### src/hw/rtl/fsub_pkg.sv
// -----------------------------------------------------------------------------
// fsub_pkg
// Shared types and constants for the first substring match core.
// -----------------------------------------------------------------------------
package fsub_pkg;

    // Pattern store and active vector geometry
    localparam int MAX_PATTERN = 64;
    localparam int VEC_BITS    = 64;
    localparam int STORE_DEPTH = 64;
    localparam int LEN_W       = 7;
    localparam int IDX_W       = 6;
    localparam int POS_W       = 32;

    // Effective length saturation value
    localparam logic [LEN_W-1:0] LEN_MAX = LEN_W'(MAX_PATTERN);

    // Input modes
    localparam logic MODE_LOAD   = 1'b0;
    localparam logic MODE_SEARCH = 1'b1;

    // Register select, taken from paddr[2]
    localparam logic REG_PATTERN_LEN   = 1'b0;
    localparam logic REG_POSITION_BASE = 1'b1;

    // One classified text byte, passed from front to back
    typedef struct packed {
        logic [VEC_BITS-1:0] char_mask;
        logic                last_byte;
    } t_text_item;

endpackage

### src/hw/rtl/fsub_front.sv
// -----------------------------------------------------------------------------
// fsub_front
// Accepts items, writes pattern bytes, and turns text bytes into char masks.
// -----------------------------------------------------------------------------
module fsub_front (
    input  logic                                 i_clk,
    input  logic                                 i_in_valid,
    input  logic                                 i_mode,
    input  logic [7:0]                           i_data_byte,
    input  logic [fsub_pkg::IDX_W-1:0]           i_pattern_index,
    input  logic                                 i_last_byte,
    input  logic                                 i_q_full,
    output logic                                 o_in_ready,
    output logic                                 o_push,
    output fsub_pkg::t_text_item                 o_item
);

    logic [7:0] r_store [fsub_pkg::STORE_DEPTH];
    logic       w_accept;

    // Accept whenever the queue has room
    assign o_in_ready = !i_q_full;
    assign w_accept   = i_in_valid && !i_q_full;

    // Write pattern byte on a load transfer
    always_ff @(posedge i_clk) begin
        if (w_accept && (i_mode == fsub_pkg::MODE_LOAD)) begin
            r_store[i_pattern_index] <= i_data_byte;
        end
    end

    // Compare the text byte against every store entry in parallel
    always_comb begin
        for (int j = 0; j < fsub_pkg::VEC_BITS; j++) begin
            o_item.char_mask[j] = (r_store[j] == i_data_byte);
        end
        o_item.last_byte = i_last_byte;
    end

    // Push only text bytes toward the back
    assign o_push = w_accept && (i_mode == fsub_pkg::MODE_SEARCH);

endmodule

### src/hw/rtl/fsub_queue.sv
// -----------------------------------------------------------------------------
// fsub_queue
// Two-entry queue of classified text bytes between front and back.
// -----------------------------------------------------------------------------
module fsub_queue (
    input  logic                 i_clk,
    input  logic                 i_rst_n,
    input  logic                 i_push,
    input  fsub_pkg::t_text_item i_item,
    input  logic                 i_pop,
    output logic                 o_full,
    output logic                 o_valid,
    output fsub_pkg::t_text_item o_item
);

    fsub_pkg::t_text_item r_slot [2];
    logic                 r_head;
    logic [1:0]           r_count;
    logic                 n_head;
    logic [1:0]           n_count;
    logic                 w_tail;

    assign o_full  = r_count[1];
    assign o_valid = (r_count != 2'd0);
    assign o_item  = r_slot[r_head];
    assign w_tail  = r_head ^ r_count[0];

    // Advance head and count
    always_comb begin
        n_head  = r_head;
        n_count = r_count;
        if (i_pop) begin
            n_head = !r_head;
        end
        case ({i_push, i_pop})
            2'b10:   n_count = r_count + 2'd1;
            2'b01:   n_count = r_count - 2'd1;
            default: n_count = r_count;
        endcase
    end

    always_ff @(posedge i_clk) begin
        if (!i_rst_n) begin
            r_head  <= 1'b0;
            r_count <= 2'd0;
        end else begin
            r_head  <= n_head;
            r_count <= n_count;
        end
    end

    // Hold payload in the tail slot
    always_ff @(posedge i_clk) begin
        if (i_push) begin
            r_slot[w_tail] <= i_item;
        end
    end

endmodule

### src/hw/rtl/fsub_back.sv
// -----------------------------------------------------------------------------
// fsub_back
// Shift-and update per text byte and the registered result stage.
// -----------------------------------------------------------------------------
module fsub_back (
    input  logic                                 i_clk,
    input  logic                                 i_rst_n,
    input  logic                                 i_q_valid,
    input  fsub_pkg::t_text_item                 i_item,
    input  logic [fsub_pkg::LEN_W-1:0]           i_pattern_len,
    input  logic [fsub_pkg::POS_W-1:0]           i_position_base,
    input  logic                                 i_out_ready,
    output logic                                 o_pop,
    output logic                                 o_out_valid,
    output logic                                 o_found,
    output logic [fsub_pkg::POS_W-1:0]           o_position
);

    logic [fsub_pkg::VEC_BITS-1:0] r_active;
    logic [fsub_pkg::POS_W-1:0]    r_text_count;
    logic                          r_reported;
    logic                          r_out_valid;
    logic                          r_found;
    logic [fsub_pkg::POS_W-1:0]    r_position;

    logic [fsub_pkg::VEC_BITS-1:0] n_active;
    logic [fsub_pkg::POS_W-1:0]    n_text_count;
    logic                          n_reported;
    logic                          n_out_valid;
    logic                          n_found;
    logic [fsub_pkg::POS_W-1:0]    n_position;

    logic [fsub_pkg::LEN_W-1:0]    w_len;
    logic [fsub_pkg::LEN_W-1:0]    w_len_m1;
    logic [fsub_pkg::VEC_BITS-1:0] w_live;
    logic [fsub_pkg::VEC_BITS-1:0] w_next_vec;
    logic [fsub_pkg::POS_W-1:0]    w_start;
    logic                          w_hit;

    // Saturate the length and build the live mask
    assign w_len    = (i_pattern_len > fsub_pkg::LEN_MAX) ? fsub_pkg::LEN_MAX
                                                          : i_pattern_len;
    assign w_len_m1 = w_len - fsub_pkg::LEN_W'(1);
    assign w_live   = w_len[fsub_pkg::LEN_W-1] ? '1
                    : ((fsub_pkg::VEC_BITS'(1) << w_len[fsub_pkg::IDX_W-1:0])
                       - fsub_pkg::VEC_BITS'(1));

    // Shift-and step and match test
    assign w_next_vec = {r_active[fsub_pkg::VEC_BITS-2:0], 1'b1}
                        & i_item.char_mask & w_live;
    assign w_hit      = (w_len != '0) && w_next_vec[w_len_m1[fsub_pkg::IDX_W-1:0]];
    assign w_start    = r_text_count + fsub_pkg::POS_W'(1)
                        - fsub_pkg::POS_W'(w_len);

    // Pop when the result register is free at this edge
    assign o_pop = i_q_valid && (!r_out_valid || i_out_ready);

    // Next search state and result
    always_comb begin
        n_active     = r_active;
        n_text_count = r_text_count;
        n_reported   = r_reported;
        n_out_valid  = r_out_valid && !i_out_ready;
        n_found      = r_found;
        n_position   = r_position;
        if (o_pop) begin
            if (!r_reported) begin
                n_text_count = r_text_count + fsub_pkg::POS_W'(1);
                if (w_len == '0) begin
                    n_reported  = 1'b1;
                    n_out_valid = 1'b1;
                    n_found     = 1'b1;
                    n_position  = i_position_base;
                end else begin
                    n_active = w_next_vec;
                    if (w_hit) begin
                        n_reported  = 1'b1;
                        n_out_valid = 1'b1;
                        n_found     = 1'b1;
                        n_position  = i_position_base + w_start;
                    end
                end
            end
            if (i_item.last_byte) begin
                // Report not-found if this search gave nothing
                if (!n_reported) begin
                    n_out_valid = 1'b1;
                    n_found     = 1'b0;
                    n_position  = '0;
                end
                n_active     = '0;
                n_text_count = '0;
                n_reported   = 1'b0;
            end
        end
    end

    always_ff @(posedge i_clk) begin
        if (!i_rst_n) begin
            r_active     <= '0;
            r_text_count <= '0;
            r_reported   <= 1'b0;
            r_out_valid  <= 1'b0;
        end else begin
            r_active     <= n_active;
            r_text_count <= n_text_count;
            r_reported   <= n_reported;
            r_out_valid  <= n_out_valid;
        end
    end

    // Result payload
    always_ff @(posedge i_clk) begin
        r_found    <= n_found;
        r_position <= n_position;
    end

    assign o_out_valid = r_out_valid;
    assign o_found     = r_found;
    assign o_position  = r_position;

endmodule

### src/hw/rtl/first_substring_match_core.sv
// -----------------------------------------------------------------------------
// first_substring_match_core
// Streaming exact substring search with a bit-parallel shift-and vector.
//
//   channel | direction | handshake                 | payload
//   --------+-----------+---------------------------+---------------------------
//   in      | input     | i_in_valid / o_in_ready   | mode, data_byte,
//           |           |                           | pattern_index, last_byte
//   out     | output    | o_out_valid / i_out_ready | found, position
//   cfg     | input     | APB psel/penable, pready  | pattern_len, position_base
//
// One item is taken per cycle while the queue has room. The compare lands in
// the queue at the transfer edge and the shift-and step lands in the result reg
// when the back pops the item, which waits while a stalled result is held.
// The 64 parallel byte compares and the one-step vector update set this rate.
// Synchronous active-low reset clears the queue, search state and result valid.
// A stalled output backs up into the two-entry queue, then drops o_in_ready.
// -----------------------------------------------------------------------------
module first_substring_match_core (
    input  logic                          i_clk,
    input  logic                          i_rst_n,
    input  logic                          i_in_valid,
    output logic                          o_in_ready,
    input  logic                          i_mode,
    input  logic [7:0]                    i_data_byte,
    input  logic [fsub_pkg::IDX_W-1:0]    i_pattern_index,
    input  logic                          i_last_byte,
    output logic                          o_out_valid,
    input  logic                          i_out_ready,
    output logic                          o_found,
    output logic [fsub_pkg::POS_W-1:0]    o_position,
    input  logic                          psel,
    input  logic                          penable,
    input  logic                          pwrite,
    input  logic [2:0]                    paddr,
    input  logic [31:0]                   pwdata,
    output logic [31:0]                   prdata,
    output logic                          pready
);

    logic [fsub_pkg::LEN_W-1:0] r_pattern_len;
    logic [fsub_pkg::POS_W-1:0] r_position_base;

    logic                 w_push;
    logic                 w_pop;
    logic                 w_q_full;
    logic                 w_q_valid;
    fsub_pkg::t_text_item w_front_item;
    fsub_pkg::t_text_item w_back_item;
    logic                 w_wr;

    // Configuration registers
    assign pready = 1'b1;
    assign w_wr   = psel && penable && pwrite;

    always_ff @(posedge i_clk) begin
        if (!i_rst_n) begin
            r_pattern_len   <= '0;
            r_position_base <= '0;
        end else if (w_wr) begin
            unique case (paddr[2])
                fsub_pkg::REG_PATTERN_LEN:   r_pattern_len   <= pwdata[fsub_pkg::LEN_W-1:0];
                fsub_pkg::REG_POSITION_BASE: r_position_base <= pwdata;
                default: ;
            endcase
        end
    end

    // Register read back
    always_comb begin
        unique case (paddr[2])
            fsub_pkg::REG_PATTERN_LEN:   prdata = 32'(r_pattern_len);
            fsub_pkg::REG_POSITION_BASE: prdata = r_position_base;
            default:                     prdata = '0;
        endcase
    end

    fsub_front u_front (
        .i_clk           (i_clk),
        .i_in_valid      (i_in_valid),
        .i_mode          (i_mode),
        .i_data_byte     (i_data_byte),
        .i_pattern_index (i_pattern_index),
        .i_last_byte     (i_last_byte),
        .i_q_full        (w_q_full),
        .o_in_ready      (o_in_ready),
        .o_push          (w_push),
        .o_item          (w_front_item)
    );

    fsub_queue u_queue (
        .i_clk   (i_clk),
        .i_rst_n (i_rst_n),
        .i_push  (w_push),
        .i_item  (w_front_item),
        .i_pop   (w_pop),
        .o_full  (w_q_full),
        .o_valid (w_q_valid),
        .o_item  (w_back_item)
    );

    fsub_back u_back (
        .i_clk           (i_clk),
        .i_rst_n         (i_rst_n),
        .i_q_valid       (w_q_valid),
        .i_item          (w_back_item),
        .i_pattern_len   (r_pattern_len),
        .i_position_base (r_position_base),
        .i_out_ready     (i_out_ready),
        .o_pop           (w_pop),
        .o_out_valid     (o_out_valid),
        .o_found         (o_found),
        .o_position      (o_position)
    );

endmodule

### config.mk
export PLATFORM = sky130hd
export DESIGN_NAME = first_substring_match_core
export DESIGN_NICKNAME = d
export VERILOG_FILES = /design/src/hw/rtl/fsub_pkg.sv /design/src/hw/rtl/fsub_front.sv /design/src/hw/rtl/fsub_queue.sv /design/src/hw/rtl/fsub_back.sv /design/src/hw/rtl/first_substring_match_core.sv
export SDC_FILE = /design/constraint.sdc
export NUM_CORES = 1
export LEC_CHECK = 0
export ABC_AREA = 1
export BUFFER_PORTS_ARGS = -buffer_cell sky130_fd_sc_hd__buf_2
export CAP_MARGIN = 20
export CORE_MARGIN = 4
export CORE_UTILIZATION = 55
export CTS_CLUSTER_SIZE = 40
export DETAILED_ROUTE_END_ITERATION = 7
export GPL_TIMING_DRIVEN = 1
export PLACE_DENSITY = 0.76
export SKIP_CTS_REPAIR_TIMING = 1
export SLEW_MARGIN = 20
export SYNTH_ARGS = -nofsm -noshare
export SYNTH_HDL_FRONTEND = slang
export SYNTH_SLANG_ARGS = --single-unit
### constraint.sdc
create_clock -name i_clk -period 10.1 [get_ports i_clk]
set_clock_uncertainty 0.15 [all_clocks]
set_input_delay 0.505 -clock i_clk [delete_from_list [all_inputs] [get_ports i_clk]]
set_output_delay 0.505 -clock i_clk [all_outputs]
set_load 0.005 [all_outputs]
# Word-level counts from Yosys, hierarchy flattened
# Memory sizes are Yosys's and may differ from the RTL's. A register that Yosys moved wholly into a read port is not among the register bits.
# Cells that the tools add are included.
[word_totals] regBits=172 in_bits=58 output_inout_bits=68 memories=2 word_cells=154 romBits=0 mem_bits_rw=642 latchBits=0
[mem_list] name="u_front.r_store" words=64 word_bits=8 read_ports=64 rd_clocked_by_memory_dff=0 write_ports=1 line="fsub_front.sv:18" text="logic [7:0] r_store [fsub_pkg::STORE_DEPTH];"
[mem_list] name="u_queue.r_slot" words=2 word_bits=65 read_ports=1 rd_clocked_by_memory_dff=1 write_ports=1 line="fsub_queue.sv:16" text="fsub_pkg::t_text_item r_slot [2];"
[classes] shift=1 n_reduce_logical=21 order_cmp=2 addsub=7 n_bitwise=5 n_eq_ne=68 n_div=0 n_mul=0 n_mux=38
[ops] op="== test 8 bit" count=64
[ops] op="2-to-1 mux 32 bit" count=7
[ops] op="2-to-1 mux 63 bit" count=3
[ops] op="bitwise AND 64 bit" count=2
[ops] op="2-to-1 mux 64 bit" count=1
[ops] op="case mux 32 bit (2 select lines)" count=1
[ops] op="<< shifter 1 x 6 -> 64 bit (first input constant)" count=1
[ops] op="subtractor 64 x 1 -> 64 bit (second input constant)" count=1
[ops] op="adder 32 x 1 -> 32 bit (second input constant)" count=1
[ops] op="adder 32 bit" count=1
[ops] op="subtractor 32 x 7 -> 32 bit" count=1
[ops] op="2-to-1 mux 1 bit" count=23
[ops] op="logical AND 1 bit" count=8
[ops] op="greater-than comparator 7 bit (second input constant)" count=1
[ops] op="zero test 7 bit" count=1
[ops] op="< comparator 6 x 7 -> 1 bit (second input constant)" count=1
[ops] op="2-to-1 mux 7 bit" count=1
[ops] op="nonzero test 7 bit" count=1
[ops] op="binary-select mux 1 bit (select 6 bit)" count=1
[ops] op="AND reduction 2 bit" count=3
[ops] op="subtractor 6 x 1 -> 6 bit (second input constant)" count=1
[ops] op="zero test 1 bit" count=4
[ops] op="!= test 2 x 1 -> 1 bit (second input constant)" count=2
[ops] op="case mux 2 bit (2 select lines)" count=1
[ops] op="other kinds (9)" count=11

# Logic depth before layout (Yosys ltp)
# Gate-level depths: netlist of run 1.
[depth] word_depth=16 mapped_depth=32 mapped_depth_nobuf=32

# Hierarchy
# From an unflattened synthesis of run 1, not the netlist that was laid out.
[hier_totals] hier_cells=5859 hier_area_um2=45745.1
[modules_own_cells] module="fsub_front" n_inst=1 cells_each=3212 area_per_inst_um2=26038.7
[modules_own_cells] module="fsub_back" n_inst=1 cells_each=2090 area_per_inst_um2=12638.4
[modules_own_cells] module="fsub_queue" n_inst=1 cells_each=231 area_per_inst_um2=5093.6
[modules_own_cells] module="first_substring_match_core" n_inst=1 cells_each=326 area_per_inst_um2=1974.4

# Least setup slack after synthesis of run 1
# Ideal clock, no wire load.
[synth_timing] kind="reg-to-reg" from="register r_pattern_len[6] in the netlist's numbering" to="register u_back.r_position, in the netlist u_back.o_position[26], data pin" arrival_ns=4.013 t_required_ns=9.675 path_stages_with_launch=24 n_path_buf=5 period_less_slack_ns=4.438 setup_slack_ns=5.662 setup_time_ns=0.275 cell_sequence="dfxtp_1 buf_6 inv_4 buf_6 nand2_2 buf_6 buf_4 clkbuf_1 fa_1 ha_1 inv_1 nor3_1 nand2_1 nand2_1 a21boi_0 o21bai_1 a21oi_1 o21ai_0 a21oi_1 o21ai_0 xnor2_1 nand4_1 nand3_2 a21oi_2"
[synth_via] elab_chain_len=15 word_cells_on_any_way=23
[synth_rtl] element="start: declaration" line="first_substring_match_core.sv:41" text="logic [fsub_pkg::LEN_W-1:0] r_pattern_len;"
[synth_rtl] element="start signal: assignment" line="first_substring_match_core.sv:62" text="fsub_pkg::REG_PATTERN_LEN: r_pattern_len <= pwdata[fsub_pkg::LEN_W-1:0];"
[synth_rtl] element="greater-than comparator 7 bit" line="fsub_back.sv:41" text="assign w_len = (i_pattern_len > fsub_pkg::LEN_MAX) ? fsub_pkg::LEN_MAX"
[synth_rtl] element="2-to-1 mux 7 bit *" line="fsub_back.sv:41"
[synth_rtl] element="<< shifter 1 x 6 -> 64 bit" line="fsub_back.sv:45" text=": ((fsub_pkg::VEC_BITS'(1) << w_len[fsub_pkg::IDX_W-1:0])"
[synth_rtl] element="subtractor 64 x 1 -> 64 bit" line="fsub_back.sv:46" text="- fsub_pkg::VEC_BITS'(1));"
[synth_rtl] element="2-to-1 mux 64 bit" line="fsub_back.sv:44" text="assign w_live = w_len[fsub_pkg::LEN_W-1] ? '1"
[synth_rtl] element="bitwise AND 64 bit" line="fsub_back.sv:50" text="& i_item.char_mask & w_live;"
[synth_rtl] element="binary-select mux 1 bit (select 6 bit)" line="fsub_back.sv:51" text="assign w_hit = (w_len != '0) && w_next_vec[w_len_m1[fsub_pkg::IDX_W-1:0]];"
[synth_rtl] element="2-to-1 mux 1 bit (not written as such)" line="fsub_back.sv:51"
[synth_rtl] element="logical AND 1 bit" line="fsub_back.sv:51"
[synth_rtl] element="2-to-1 mux 1 bit" line="fsub_back.sv:76" text="if (w_hit) begin"
[synth_rtl] element="2-to-1 mux 1 bit" line="fsub_back.sv:69" text="if (w_len == '0) begin"
[synth_rtl] element="2-to-1 mux 1 bit" line="fsub_back.sv:67" text="if (!r_reported) begin"
[synth_rtl] element="2-to-1 mux 1 bit" line="fsub_back.sv:66" text="if (o_pop) begin"
[synth_rtl] element="2-to-1 mux 32 bit" line="fsub_back.sv:86" text="if (!n_reported) begin"
[synth_rtl] element="2-to-1 mux 32 bit *" line="fsub_back.sv:84" text="if (i_item.last_byte) begin"
[synth_rtl] element="end signal: assignment" line="fsub_back.sv:115" text="r_position <= n_position;"
[synth_rtl] element="end: declaration" line="fsub_back.sv:24" text="logic [fsub_pkg::POS_W-1:0] r_position;"
# Mark *: on every way between the ends. The rest lies on a longest branch, timed or not. The select of a mux whose other input is x is not followed.
# A chain may end at the register's enable or synchronous reset.

# Worst setup path after layout of run 1
[layout_timing] from="register r_pattern_len[6] in the netlist's numbering" to="register u_back.r_position, in the netlist u_back.o_position[0], data pin"
# Same word-level chain as after synthesis.

==> results by group, run 1 <==
Logic synthesis
  • Syn Std Cell Area: 41,100 um^2
  • Compound-gate portion of the synthesized area: 0.0520
  • Synth area leader: edfxtp_1
  • Post-Synthesis Cells: 4,086
  • Post-synth top area share: 0.493
  • Synthesized flop and latch total: approximately 820
  • Post-synthesis mux area share: 0
  • Net count after synthesis: 4,215
  • Most frequent cell after synthesis: edfxtp_1
  • Synth unique cells: 50
  • Area contributors post-synth: edfxtp_1 49%, xnor2_1 11%, dfxtp_1 6.8%
  • EDFF count, synth: about 680
  • FFs w/ async S/R, synth: 0
  • Post-synth top cells: 675 x edfxtp_1, 599 x nand2_1, 533 x xnor2_1
  • Syn_area_per_cell: 10.1 um^2
  • Synth Warn #: 0
  • Post-Synth XOR/XNOR Area: 0.121
  • Post-Synth Adder-Cell Area: 0.0229
  • Simple-Gate Fraction of Synth Area: 0.194
  • Sequential-to-total area share from yosys stat: 0.561
  • Largest family of logic cells by synthesized area: simple AND/OR/NAND/NOR gates
  • Synth Flop Type: edfxtp_1

Critical path
  • Crit path arrival time: 6.93 ns
  • Worst Setup SP: r_pattern_len[6]
  • Cell count along the critical path: 30
  • R2R depth: 30
  • Top Family by Delay on Critical Path: simple AND/OR/NAND/NOR gates
  • Worst Setup End Kind: flop
  • Largest fanout on the critical path: 36
  • Buffers plus inverters on the worst setup path: 6
  • RR Startpoint: r_pattern_len[6]
  • Critical R2R Capture: u_back.o_position[0]
  • Crit-path max cell delay: 0.74 ns
  • WP data required: 10.34 ns
  • Slowest-stage cell, CP: dfxtp_1
  • R2r setup slk: 3.41 ns
  • Crit path to: u_back.o_position[0]
  • Worst setup SP type: flop
  • Crit path kind: reg2reg

Clock network
  • TritonCTS Buffers: 86
  • Clock Latency Late Sink: 0.67 ns
  • CTS clk-pin slew, worst paths: 0.06 ns
  • Clock buffer depth: 3
  • TritonCTS clock tree: yes
  • CTS H-tree lvls: 3
  • Clk sinks: 815
  • Clock tree root buffer cell: clkbuf_16

Routing
  • Final WL: 101 mm
  • DR vias: 29,300
  • Starting DRT DRC Count: 2,799
  • First-pass iteration count of the detailed router: 6
  • DRC violations left: 0
  • Routed vias/inst: 5.65
  • Antenna viol nets, final: 0
  • Avg WL per Cell: slightly below 20 um

Global route
  • GRT Util Overall: 0.251
  • Largest net degree at the start of global routing: 96
  • Antenna violations before repair: 0
  • First-pass GRT wire length: around 160 mm
  • Number of global-route vias before repair: roughly 28,000
  • Final global-route overflow total: 0

Final layout
  • Fraction of layout cells with a size suffix above 1: 0.0973
  • # nets final: about 4,300
  • Area delta synth->final: 10.3%
  • Antenna cell count: 0

Job
  • Max Cap Viol: 0

Floorplanning
  • FP Rows: 99
  • Initial Util: 0.559
  • Core Region: approximately 74,000 um^2
  • Die Y: 281 um
  • Die Wd: 281 um
  • Total die area: 79,200 um^2
  • I/O pins: 126

STA
  • Fin crit period: 6.69 ns
  • Final setup viols: 0
  • Final worst slack: 3.41 ns
  • Fin. Hold Viols: 1
  • Final worst-path cycle share: 0.663
  • Slew Limit Fails: 0
  • Setup TNS: 0 ns
  • RSZ-0062 raised after global routing: no
  • FMAX: 149 MHz
  • Slew @ Worst Pin: between 1 and 1.5 ns
  • WHS: -0.00304 ns
  • Slew headroom: 0.238

Power
  • Peak supply drop: 0.147 mV
  • Final total power: 8.58 mW
  • Power Dens Cells: 189 nW/um^2
  • Lkg Pwr: 16.8 nW

Worst hold path
  • WHS Path Cells: 4
  • Hold Path Class: in2reg

Outcome
  • Status: complete, but fails checks
  • Violated checks: negative hold slack

Placement
  • Gpl congestion: slightly below 1
  • Setup slack after placement: 3.57 ns
  • Dpl hpwl: 66.7 mm
  • Port bufs: roughly 120
per-stage QoR:
stage / instance area (um^2) / util / hold slack (ns) / std cells
5_1_grt: 45400 / 0.616 / 0.00797 / 5184
3_5_place_dp: 42500 / 0.578 / 0.304 / 5022
2_1_floorplan: 41100 / - / 0.291 / 4086
3_3_place_gp: 42500 / 0.578 / 0.300 / 5022
4_1_cts: 45300 / 0.616 / -0.135 / 5182
6_report: 45400 / 0.616 / -0.00304 / 5184
sequential cells by signal (all words and copies together), names as in the netlist, named ones only:
signal / cells
u_back.r_text_count: 32
u_back.o_out_valid: 1
u_queue.r_head: 1
u_queue.r_count: 2
u_back.o_position: 32
u_front.r_store: 512
r_position_base: 32
u_queue.r_slot: 130
u_back.o_found: 1
r_pattern_len: 7
u_back.r_reported: 1
u_back.r_active: 63
layout by cell type (no fill, tap or decap), types with 5 or more instances in the layout:
cell	instances
nand4_1	255
inv_2	14
nand2_1	599
nor3_1	27
clkinv_2	7
o21ai_1	5
fa_1	7
o21a_1	6
clkbuf_16	86
o21ai_0	134
xor2_1	35
ha_1	64
a21oi_2	10
clkbuf_1	27
a21oi_1	208
buf_4	33
dfxtp_1	139
nand3_1	272
nand3_2	36
edfxtp_1	675
o21bai_1	13
xnor2_1	533
clkbuf_8	9
nand2_2	13
inv_1	308
or2_2	23
clkinv_16	6
clkinv_1	22
nor2_1	454
nor2_2	22
buf_6	8
nor2_4	12
buf_2	114
worst reg2reg max path, delay by kind of cell, from the launching register on:
kind / cells / cell delay (ns)
DFF: 1 / 0.74
and+or+nand+nor: 23 / 3.55
adders and majority gates: 1 / 0.35
buffers and inverters: 6 / 1.69
cell type report:
| type | count | area, um^2 |
|---|---|---|
| Timing Repair Buffer | 157 | 928 |
| Inverter | 329 | 1240 |
| Multi-Input combinational cell | 2764 | 16100 |
| Clock inverter | 38 | 449 |
| Clock buffer | 122 | 2380 |
| Tap cell | 959 | 1200 |
| Sequential cell | 815 | 23100 |
| Fill cell | 5813 | 28200 |
power breakdown:
| group | switching (mW) | total (mW) | internal, mW |
|---|---|---|---|
| logic | 1.09 | 1.55 | 0.456 |
| clock network | 1.32 | 3.09 | 1.77 |
| registers | 0.0730 | 3.94 | 3.86 |
per-layer routing:
metal | vias up | GRT usage | part of all wire
li1 | 14100 | - | -
met1 | 13900 | 0.346 | 0.43
met2 | 1077 | 0.403 | 0.46
met3 | 225 | 0.0376 | 0.066
met4 | 0 | 0.105 | 0.045
met5 | - | 0 | 0
kinds of logic (layout without fill, tap and decap cells):
| kind of cell | count (synthesis) | in the layout |
|---|---|---|
| DFF | 815 | 815 |
| other | 1 | 1 |
| adders and majority gates | 71 | 71 |
| and+or+nand+nor | 1725 | 1725 |
| xor gates and xnor gates | 568 | 568 |
| AOI/OAI and AO/OA | 399 | 399 |
| buffers and inverters | 507 | 646 |
worst min-delay path by stage:
| stage | start | end | slack (ns) |
|---|---|---|---|
| 3_3_place_gp | u_back.r_active[62] | u_back.r_active[62] | 0.30 |
| 3_5_place_dp | u_back.r_active[42] | u_back.r_active[42] | 0.30 |
| 6_report | i_out_ready | u_back.o_out_valid | -0.003 |
| 5_1_grt | pwdata[6] | r_position_base[6] | 0.008 |
| 2_1_floorplan | u_back.r_active[62] | u_back.r_active[62] | 0.29 |
| 4_1_cts | i_last_byte | u_queue.r_slot[1][0] | -0.14 |
Power figures use the tool's default switching activity.
==> run 2, diff against run 1 <==
--- a/config.mk
+++ b/config.mk
@@ -13,7 +13,7 @@
 export CTS_CLUSTER_SIZE = 40
 export DETAILED_ROUTE_END_ITERATION = 7
 export GPL_TIMING_DRIVEN = 1
-export PLACE_DENSITY = 0.76
+export PLACE_DENSITY = 0.79
 export SKIP_CTS_REPAIR_TIMING = 1
 export SLEW_MARGIN = 20
 export SYNTH_ARGS = -nofsm -noshare
==> constraint.sdc (replaced) <==
create_clock -name i_clk -period 5.9 [get_ports i_clk]
set_clock_uncertainty 0.15 [all_clocks]
set_input_delay 0.295 -clock i_clk [delete_from_list [all_inputs] [get_ports i_clk]]
set_output_delay 0.295 -clock i_clk [all_outputs]
set_load 0.005 [all_outputs]
==> run 2 against run 1 <==
  * The flow now finishes without violations
  * Critical path depth shrank 7
  * Register-to-register slack lost 2.9 ns
  * Clock power rose by 70%
  * Hold slack improved by 0.014 ns
  * Via count rose by 2.0%
  * Sequential power grew 71%
  * Non-clock buffer count grew 52
  * Routed wire length increased by 3.0%
  * Sequential share of layout area shrank 0.47 points
  * Highest routed layer is now met5
==> results by group, run 2 (same netlist as run 1, synthesis figures left out) <==
Outcome
  • Status: complete, no violations (was complete, but fails checks)

Routing
  • Antenna viol nets, final: 0 (unchanged)
  • DRC violations left: 0 (unchanged)
  • Starting DRT DRC Count: 2,905 (was 2,799)
  • DR vias: 29,900 (was 29,300)
  • Routed vias/inst: 5.71 (was 5.65)
  • First-pass iteration count of the detailed router: 6 (unchanged)
  • Final WL: 104 mm (was 101 mm)
  • Avg WL per Cell: 20.0 um (was 19.6 um)

Clock network
  • CTS clk-pin slew, worst paths: 0.06 ns (about the same)
  • Clock Latency Late Sink: 0.66 ns (was 0.67 ns)
  • Clock buffer depth: 3 (unchanged)
  • Clk sinks: 815 (unchanged)
  • Clock tree root buffer cell: clkbuf_16 (unchanged)
  • TritonCTS clock tree: yes (unchanged)
  • TritonCTS Buffers: 84 (was 86)
  • CTS H-tree lvls: 3 (unchanged)

Floorplanning
  • Total die area: 79,200 um^2 (unchanged)
  • FP Rows: 99 (unchanged)
  • Die Y: 281 um (unchanged)
  • Die Wd: 281 um (unchanged)
  • Core Region: 73,600 um^2 (unchanged)
  • Initial Util: 0.559 (unchanged)
  • I/O pins: 126 (unchanged)

STA
  • Setup TNS: 0 ns (unchanged)
  • Final setup viols: 0 (unchanged)
  • Final worst-path cycle share: 0.912 (was 0.663)
  • Slew @ Worst Pin: 1.00 ns (was 1.14 ns)
  • Slew headroom: 0.331 (was 0.238)
  • FMAX: 186 MHz (was 149 MHz)
  • RSZ-0062 raised after global routing: no (unchanged)
  • Fin crit period: 5.38 ns (was 6.69 ns)
  • Fin. Hold Viols: 0 (was 1)
  • Slew Limit Fails: 0 (unchanged)

Worst hold path
  • Hold Path Class: in2reg (unchanged)

Critical path
  • R2r setup slk: 0.52 ns (was 3.41 ns)
  • Crit path kind: reg2reg (unchanged)
  • Crit path arrival time: 5.59 ns (was 6.93 ns)
  • WP data required: 6.11 ns (was 10.34 ns)
  • Worst Setup End Kind: flop (unchanged)
  • Largest fanout on the critical path: 33 (was 36)
  • Worst setup SP type: flop (unchanged)

Final layout
  • Largest regs: u_front.r_store x512, u_queue.r_slot x130, u_back.r_active x63 (unchanged)
  • Register name with the most flops: u_front.r_store (unchanged)
  • Most frequent cells in the layout: 675 x edfxtp_1, 599 x nand2_1, 533 x xnor2_1 (unchanged)
  • Most common cell after layout, fill and taps aside: edfxtp_1 (unchanged)
  • Antenna cell count: 0 (unchanged)
  • Fraction of layout cells with a size suffix above 1: 0.101 (was 0.0973)
  • # nets final: 4,332 (was 4,282)
  • Max reg flops: 512 (unchanged)
  • Area delta synth->final: 11.3% (was 10.3%)
  • Non-Filler Instances: 5,232 (was 5,184)
  • Fillers: 5,759 (was 5,813)

Global route
  • Final global-route overflow total: 0 (unchanged)
  • Antenna violations before repair: 1 (was 0)
  • GRT Util Overall: 0.257 (was 0.251)
  • Largest net degree at the start of global routing: 94 (was 96)
  • First-pass GRT wire length: 159 mm (was 156 mm)
  • Number of global-route vias before repair: 28,300 (was 27,500)

Job
  • Max Cap Viol: 0 (unchanged)

Power
  • Lkg Pwr: 17.1 nW (was 16.8 nW)
  • Power Dens Cells: 321 nW/um^2 (was 189 nW/um^2)
  • Peak supply drop: 0.315 mV (was 0.147 mV)
  • Final total power: 14.7 mW (was 8.58 mW)

Placement
  • Dpl hpwl: 69.2 mm (was 66.7 mm)
  • Gpl congestion: 1.01 (was 0.965)
  • Cells after DPL: 5,039 (was 5,022)
  • Port bufs: 122 (unchanged)
[run 2: cell count changes in the layout (fill, tap and decap cells not counted), sizes merged]
cell / before / now
buf: 155 / 172
bufinv: 4 / 6
clkbuf: 122 / 111
clkinv: 35 / 38
clkinvlp: 1 / 4
dlygate4sd3: 2 / 37
inv: 327 / 326
[run 2: cell type report]
type / count / area (um^2) / area share
timing repair buffer: 209 / 1410 / 0.0307
multi-input combinational: 2764 / 16100 / 0.351
clock inverter: 45 / 502 / 0.0110
tap: 959 / 1200 / 0.0262
clock buffer: 111 / 2270 / 0.0497
sequential: 815 / 23100 / 0.504
inverter: 329 / 1240 / 0.0270
[run 2: per-stage QoR]
step           area, um^2  hold slack [ns]   util  worst slack [ns]
2_1_floorplan       41100            0.244      -              1.46
3_3_place_gp        42600            0.298  0.579             0.680
3_5_place_dp        42600            0.303  0.579             0.586
4_1_cts             45400           -0.330  0.617             0.580
5_1_grt             45800          0.00361  0.622            0.0645
6_report            45800           0.0112  0.622             0.520
[run 2: path summary, 6_finish.rpt]
| kind | startpoint | depth (start not counted) | to |
|---|---|---|---|
| setup / recovery | r_pattern_len[6] | 23 | u_back.o_position[30] |
| hold / removal | i_data_byte[1] | 1 | u_front.r_store[59][1] |
| setup reg to reg | r_pattern_len[6] | 23 | u_back.o_position[30] |
| hold reg to reg | u_back.r_active[42] | 2 | u_back.r_active[42] |
[run 2: critical path: stages, from the launching register on]
cell	delay, ns
dfxtp_1	0.41
nor2_1	0.37
inv_1	0.15
ha_1	0.26
nand2_2	0.12
inv_1	0.07
nand3_1	0.18
ha_1	0.23
nand3_1	0.13
nor2_2	0.21
nand3_2	0.21
nor2_1	0.35
nand3_1	0.17
nand4_1	0.12
nand3_1	0.08
nand3_1	0.15
nand3_1	0.12
nand3_1	0.12
nand3_2	0.41
nand2_2	0.51
nand4_2	0.11
buf_4	0.28
o21ai_0	0.12
nor2_1	0.06
[run 2: report_power, final]
group	switching, mW	total (mW)	internal (mW)
registers	0.139	6.75	6.61
logic	1.88	2.70	0.816
clock network	2.25	5.26	3.01
[run 2: layer usage]
layer | routed length, um | vias to the layer above | track usage | part of all wire
li1 | - | 14200 | - | -
met1 | 43600 | 14300 | 0.345 | 0.42
met2 | 48700 | 1203 | 0.421 | 0.47
met3 | 7550 | 252 | 0.0397 | 0.072
met4 | 4590 | 2 | 0.105 | 0.044
met5 | 13 | - | 0 | 0.00012
